`src/ffha_ram.sv`:
```
// ----------------------------------------------------------------------------
// ffha_ram
// Generic simple dual-port RAM, one write and one registered read port.
// ----------------------------------------------------------------------------
`timescale 1ns / 1ps
`default_nettype none
module ffha_ram #(
  parameter int unsigned Width = 8,
  parameter int unsigned Depth = 16
) (
  input  wire logic                     clk_i,
  input  wire logic                     we_i,
  input  wire logic [$clog2(Depth)-1:0] waddr_i,
  input  wire logic [Width-1:0]         wdata_i,
  input  wire logic                     re_i,
  input  wire logic [$clog2(Depth)-1:0] raddr_i,
  output      logic [Width-1:0]         rdata_o
);

  logic [Width-1:0] mem [Depth];

  always_ff @(posedge clk_i) begin
    if (we_i) begin
      mem[waddr_i] <= wdata_i;
    end
    if (re_i) begin
      rdata_o <= mem[raddr_i];
    end
  end

endmodule
`default_nettype wire

```
`config.mk`:
```
export PLATFORM = sky130hd
export DESIGN_NAME = ffha_ram
export DESIGN_NICKNAME = d
export VERILOG_FILES = /design/src/ffha_ram.sv
export SDC_FILE = /design/constraint.sdc
export NUM_CORES = 1
export LEC_CHECK = 0
export ABC_AREA = 1
export BUFFER_PORTS_ARGS = -buffer_cell sky130_fd_sc_hd__buf_2
export CORE_UTILIZATION = 45
export DETAILED_ROUTE_END_ITERATION = 7
export GPL_TIMING_DRIVEN = 0
export PLACE_DENSITY = 0.68
export SETUP_SLACK_MARGIN = 0.05
export SLEW_MARGIN = 15
export SYNTH_ARGS = -nofsm -noshare
export SYNTH_HDL_FRONTEND = slang
export SYNTH_SLANG_ARGS = --single-unit
```
`constraint.sdc`:
```
create_clock -name clk_i -period 1.1 [get_ports clk_i]
set_input_delay 0.22 -clock clk_i [delete_from_list [all_inputs] [get_ports clk_i]]
set_output_delay 0.22 -clock clk_i [all_outputs]
set_load 0.01 [all_outputs]
```
==> implementation parameters, run 1 <==
Parameter                              Value

Outcome
  Outcome ... finished, violations left
  Failing checks ... negative setup slack

Detailed routing
  Max layer used ... met4
  DR vias/cell ... 5.04
  Final routed wire length divided by cell count ... 18.3 µm
  Routed vias ... 3923
  Remaining DRCs ... 0
  Detail Route met2 WL ... 6.77 mm
  Detail Route met3 WL ... 846 µm
  Number of design-rule violations left by the first detailed-router iteration ... 307
  Number of optimization iterations in the first detailed-route pass ... 4
  Length of routed wiring on met1 ... 6.31 mm
  Final wirelength ... 14.2 mm
  Routed Antenna Nets ... 0

Floorplan
  I/O pins ... 27
  Die Outline Area ... 13500 µm²
  Starting density of the core ... 0.463
  Cell row count ... 41
  Placeable core region ... 12600 µm²
  Die height ... 116 µm
  X dimension of the die ... 116 µm

Setup path
  Cell type of the slowest stage on the worst timing path ... edfxtp_1
  CP bufs+invs ... 1
  CP delay by family, top ... flip-flops
  Type of the worst setup path ... register to output port
  CP required ... 0.88 ns
  Cells along the critical path ... buf_2
  Largest driver fanout on the critical path ... 1
  Element type at the critical path start ... register
  Critical path endpoint category ... output port
  Worst endpoint data arrival time ... 0.93 ns
  Highest cell delay on the worst timing path ... 0.36 ns

Power
  Total Power Consumption ... 12.3 mW
  PwrDens ... 1680 nW/µm²
  Leak pwr ... 3.08 nW
  Maximum vdd ir drop ... 0.923 mV

Final layout
  Final nets ... 615
  Growth of design area from synthesis to finish ... 25.4%
  Highest-count cells in the layout ignoring fill and taps ... nand2_1 (145), edfxtp_1 (136), inv_1 (95)
  Final Core Density ... 0.581
  Sequential cell area ... 4080 µm²
  Fraction of final layout cells with drive strength greater than 1 ... 0.334
  Area of the multi-input gates ... 1770 µm²
  Most common cell after layout, fill and taps aside ... nand2_1
  Inserted Diodes ... 0
  Number of inserted filler cells in the final layout ... 1041

STA
  Tightest Pin Transition ... 0.445 ns
  Worst rel slew slack ... 0.703
  Setup repair after global routing missed its margin ... true
  Final critical-path setup slack ... -0.0494 ns
  Number of hold violations in the final report ... 0
  Final setup violation count ... 10
  Maximum achievable frequency ... 0.870 GHz
  Worst Hold Margin ... 0.133 ns
  Number of slew-limit violations in the final report ... 0
  Final worst-path cycle share ... 1.04
  Largest clock skew in the final design ... 0.00476 ns
  Minimum period implied by the final worst setup slack ... 1.15 ns
  TNS Setup ... -0.322 ns

Placement
  HPWL after detailed placement ... 9.10 mm
  Minimum setup slack after placement ... -0.631 ns
  IO Port Bufs ... 23
  Placer congestion estimate ... 0.911

Clock network
  Clock-pin slew on the worst setup and hold paths ... 0.06 ns
  Worst skew pair latency ... 0.42 ns
  CTS tree ... built
  Clock Tree Root ... clkbuf_16
  Clock buffers created by TritonCTS ... 17
  Number of buffers inserted for hold repair after clock tree synthesis ... 0
  Number of H-tree levels ... 4
  Num Clock Sinks ... 136
  Maximum count of clock buffers along a single path ... 2

Synth
  Syn Std Cell Area ... 5850 µm²
  Syn_nets ... 570
  Simple logic cell fraction of the synthesized area ... 0.208
  Post-synthesis mux area share ... 0
  Post-synthesis average cell area ... 10.6 µm²
  Number of register bits inferred by synthesis ... 136
  Post-synthesis xor/xnor area fraction ... 0
  Combinational family with the most area after synthesis ... simple AND/OR/NAND/NOR gates
  Adder-Cell Fraction of Synth Area ... 0
  Compound-cell area share of the yosys netlist ... 0
  Number of warnings issued by yosys ... 0
  Number of cells produced by synthesis ... 551
  Register area share after synthesis ... 0.698
  Distinct cell type count after synthesis ... 11

Global routing
  Via count of the first global-routing pass ... 3736
  Total routing usage reported by global routing ... 0.228
  Antenna violations before repair ... 0
  Remaining Overflow, GRT ... 0
  Maximum number of pins on one net before global-route repair ... 17
  First-pass GRT wire length ... 21.1 mm

Worst hold path
  Hold crit path type ... input port to register

Flow run
  Max-capacitance violation count ... 0
logic make-up (layout without fill, tap and decap cells):
group / Yosys count / count (layout)
AND/OR/NAND/NOR: 289 / 289
flip-flops: 136 / 136
buffers and inverters: 126 / 182
report_power, final:
part	internal, mW	switching (mW)
registers	5.84	0.0261
clock network	3.48	2.04
logic	0.287	0.663
total	9.61	2.73
per-stage QoR:
step	cells	area [µm²]
final	779	7330
after global routing	779	7330
after CTS	776	7050
after detailed placement	746	6190
after global placement	746	6190
after floorplan	551	5860
final cells by class:
| class | count | share of cell area |
|---|---|---|
| buffer | 24 | 0.0236 |
| timing repair buffer | 26 | 0.0188 |
| tap | 172 | 0.0294 |
| sequential | 136 | 0.557 |
| clock buffer | 18 | 0.0585 |
| clock inverter | 12 | 0.0184 |
| inverter | 102 | 0.0522 |
| multi-input combinational | 289 | 0.242 |
synth_stat cells:
cell | number | area (µm²)
buf_1 | 1 | 3.75
buf_2 | 13 | 65.1
buf_4 | 4 | 30.0
buf_6 | 6 | 67.6
edfxtp_1 | 136 | 4080
inv_1 | 100 | 375
inv_2 | 2 | 7.51
nand2_1 | 173 | 649
nand3_1 | 97 | 485
nand3b_1 | 2 | 15.0
nor2_1 | 17 | 63.8
flip-flops by register name, summed over array words and instances (netlist names):
signal,count
mem,128
rdata_o,8
repair_timing:
item                                    4_1_cts  5_1_grt
endpoints found under the setup margin       88       96
buffers inserted                              0        3
resized for setup                            71       63
pin swaps                                    27       45
routing by layer:
metal,track usage,vias up
met1,0.314,1870
met2,0.356,154
met3,0.0481,29
met4,0.0923,0
met5,0,-
li1,-,1870
worst paths after layout:
check                             endpoint  cells after the start  slack (ns)  startpoint
worst max register to register  rdata_o[2]                      6       -0.02  mem[10][2]
worst max-delay path            rdata_o[6]                      1       -0.05  rdata_o[6]
worst min-delay path            rdata_o[0]                      1        0.13        re_i
worst min register to register  rdata_o[7]                      6        0.78  mem[12][7]
No activity file was read; power rests on OpenSTA's default activity.
==> inputs of run 2 (changes only) <==
- PLACE_DENSITY: 0.68 -> 0.65
- clock period: 1.1 -> 1.45 ns (I/O delays scaled with it)
==> run 2 against run 1 <==
Net effect:
- via count shrank 1.8%
- utilization shrank 4.1 points
- routed wire length shrank 1.8%
- die area is the same
- sequential cell count is the same
- final cell count shrank 0.13%
- worst hold slack gained 0.064 ns
- the run now ends clean
- clock power shrank 16%
==> implementation parameters, run 2 (same netlist as run 1, synthesis figures left out) <==
Parameter                              Value

Setup path
  CP bufs+invs ... 1
  Element type at the critical path start ... input port
  Worst r2r dst ... rdata_o[2]
  Cell type of the slowest stage on the worst timing path ... nor2_1
  Length in cells of the worst reg-to-reg path ... 6
  End point of the critical path ... mem[7][5]
  Critical Path Source ... waddr_i[3]
  Critical path endpoint category ... register
  CP required ... 1.48 ns
  Type of the worst setup path ... input port to register
  Worst endpoint data arrival time ... 1.40 ns
  Largest driver fanout on the critical path ... 8
  Crit path depth ... 3
  Reg-to-reg setup timing slack ... 0.28 ns
  Origin of the critical flop-to-flop path ... mem[9][2]
  Cells along the critical path ... buf_2 -> nand3b_1 -> nor2_1
  CP delay by family, top ... simple AND/OR/NAND/NOR gates
  Highest cell delay on the worst timing path ... 0.75 ns

Detailed routing
  Final wirelength ... 14.0 mm
  Number of optimization iterations in the first detailed-route pass ... 5
  Remaining DRCs ... 0
  DR vias/cell ... 4.95
  Routed vias ... 3853
  Detail Route met2 WL ... 6.61 mm
  Detail Route met3 WL ... 1.28 mm
  Length of routed wiring on met1 ... 5.78 mm
  Number of design-rule violations left by the first detailed-router iteration ... 389
  Max layer used ... met4
  Final routed wire length divided by cell count ... 18.0 µm
  Routed Antenna Nets ... 0

Outcome
  Outcome ... complete, no violations

Final layout
  Register name with the most flops ... mem
  Growth of design area from synthesis to finish ... 16.5%
  Area of the multi-input gates ... 1220 µm²
  Fraction of final layout cells with drive strength greater than 1 ... 0.130
  Inserted Diodes ... 0
  Most common cell after layout, fill and taps aside ... nand2_1
  Max FFs per register ... 128
  Highest-count cells in the layout ignoring fill and taps ... nand2_1 (173), edfxtp_1 (136), inv_1 (100)
  Final Core Density ... 0.540
  Top Registers ... mem x128, rdata_o x8
  Post-route design area ... 6810 µm²
  Final nets ... 612
  Sequential cell area ... 4080 µm²
  Number of inserted filler cells in the final layout ... 1111

Power
  Cell-internal power ... 7.63 mW
  Portion of total power attributed to the clock network ... 0.478
  Maximum vdd ir drop ... 0.736 mV
  PwrDens ... 1410 nW/µm²
  Leak pwr ... 2.93 nW
  Net switching power figure ... 2.01 mW
  Total Power Consumption ... 9.64 mW
  Switching share of total power ... 0.209
  Part of the total power dissipated in combinational logic ... 0.060
  Sequential share of power ... 0.462

Clock network
  Post-CTS setup buffer count ... 0
  Number of H-tree levels ... 4
  CTS-repair resized insts ... 0
  CTS tree ... built
  Num Clock Sinks ... 136
  Clock-pin slew on the worst setup and hold paths ... 0.06 ns
  Clock buffers created by TritonCTS ... 17
  Worst skew pair latency ... 0.41 ns
  Clock Tree Root ... clkbuf_16
  Number of buffers inserted for hold repair after clock tree synthesis ... 0
  Maximum count of clock buffers along a single path ... 2

Global routing
  Via count of the first global-routing pass ... 3670
  Remaining Overflow, GRT ... 0
  Total routing usage reported by global routing ... 0.228
  First-pass GRT wire length ... 21.3 mm
  Antenna violations before repair ... 0
  Maximum number of pins on one net before global-route repair ... 17

Placement
  Minimum setup slack after placement ... -0.339 ns
  HPWL after detailed placement ... 8.90 mm
  IO Port Bufs ... 23
  Placer congestion estimate ... 0.852
  Placed cell area ... 6180 µm²

Floorplan
  X dimension of the die ... 116 µm
  Die Outline Area ... 13500 µm²
  Placeable core region ... 12600 µm²
  Die height ... 116 µm
  Starting density of the core ... 0.463
  Cell row count ... 41
  I/O pins ... 27

STA
  Number of hold violations in the final report ... 0
  Worst rel slew slack ... 0.305
  Largest clock skew in the final design ... 0.00593 ns
  Tightest Pin Transition ... 1.04 ns
  Final worst-path cycle share ... 0.939
  Minimum period implied by the final worst setup slack ... 1.36 ns
  Maximum achievable frequency ... 0.734 GHz
  Final setup violation count ... 0
  Number of slew-limit violations in the final report ... 0
  Final critical-path setup slack ... 0.0882 ns
  Setup repair after global routing missed its margin ... true

Worst hold path
  Hold crit path type ... input port to register

Flow run
  Max-capacitance violation count ... 0
run 2: cell types whose count changed in the layout (fill, tap and decap cells not counted), sizes merged:
cell	change
clkinvlp	+1
clkbuf	-1
bufinv	+2
buf	-2
clkinv	-1
run 2: worst register-to-register path: cells and delay by family, from the launching register on:
kind	cells	cell delay [ns]
simple gates	5	0.46
flops	1	0.38
buf+inv	1	0.07
run 2: area by class of cell:
cell class	count	area share
sequential	136	0.599
multi-input combinational	289	0.178
clock buffer	18	0.0630
inverter	102	0.0562
tap	172	0.0316
clock inverter	14	0.0301
buffer	24	0.0244
timing repair buffer	23	0.0169
run 2: power groups by stage:
stage | Sequential, mW | Clock [mW] | Combinational, mW
after CTS | 4.45 | 4.64 | 0.573
after global routing | 4.46 | 4.78 | 0.632
after floorplan | 4.54 | 0 | 0.310
final | 4.45 | 4.61 | 0.577
after global placement | 4.53 | 0 | 0.561
after detailed placement | 4.53 | 0 | 0.568
run 2: layer usage:
layer,global-route usage,up-vias
met4,0.0803,0
met1,0.304,1773
met2,0.363,186
met5,0,-
li1,-,1868
met3,0.0596,26
run 2: metrics by stage:
stage	hold slack, ns	setup TNS, ns	std cells
6_report	0.197	0	778
4_1_cts	0.194	0	778
5_1_grt	0.198	0	778
3_5_place_dp	0.622	-28.38	746
2_1_floorplan	0.389	0	551
3_3_place_gp	0.620	-24.53	746
run 2: worst min-delay path by stage:
stage	cells past startpoint	endpoint	slack [ns]	startpoint
2_1_floorplan	0	mem[0][0]	0.39	wdata_i[0]
3_3_place_gp	1	rdata_o[7]	0.62	re_i
3_5_place_dp	1	rdata_o[5]	0.62	re_i
4_1_cts	1	rdata_o[5]	0.19	re_i
5_1_grt	1	rdata_o[0]	0.20	re_i
6_report	1	rdata_o[0]	0.20	re_i
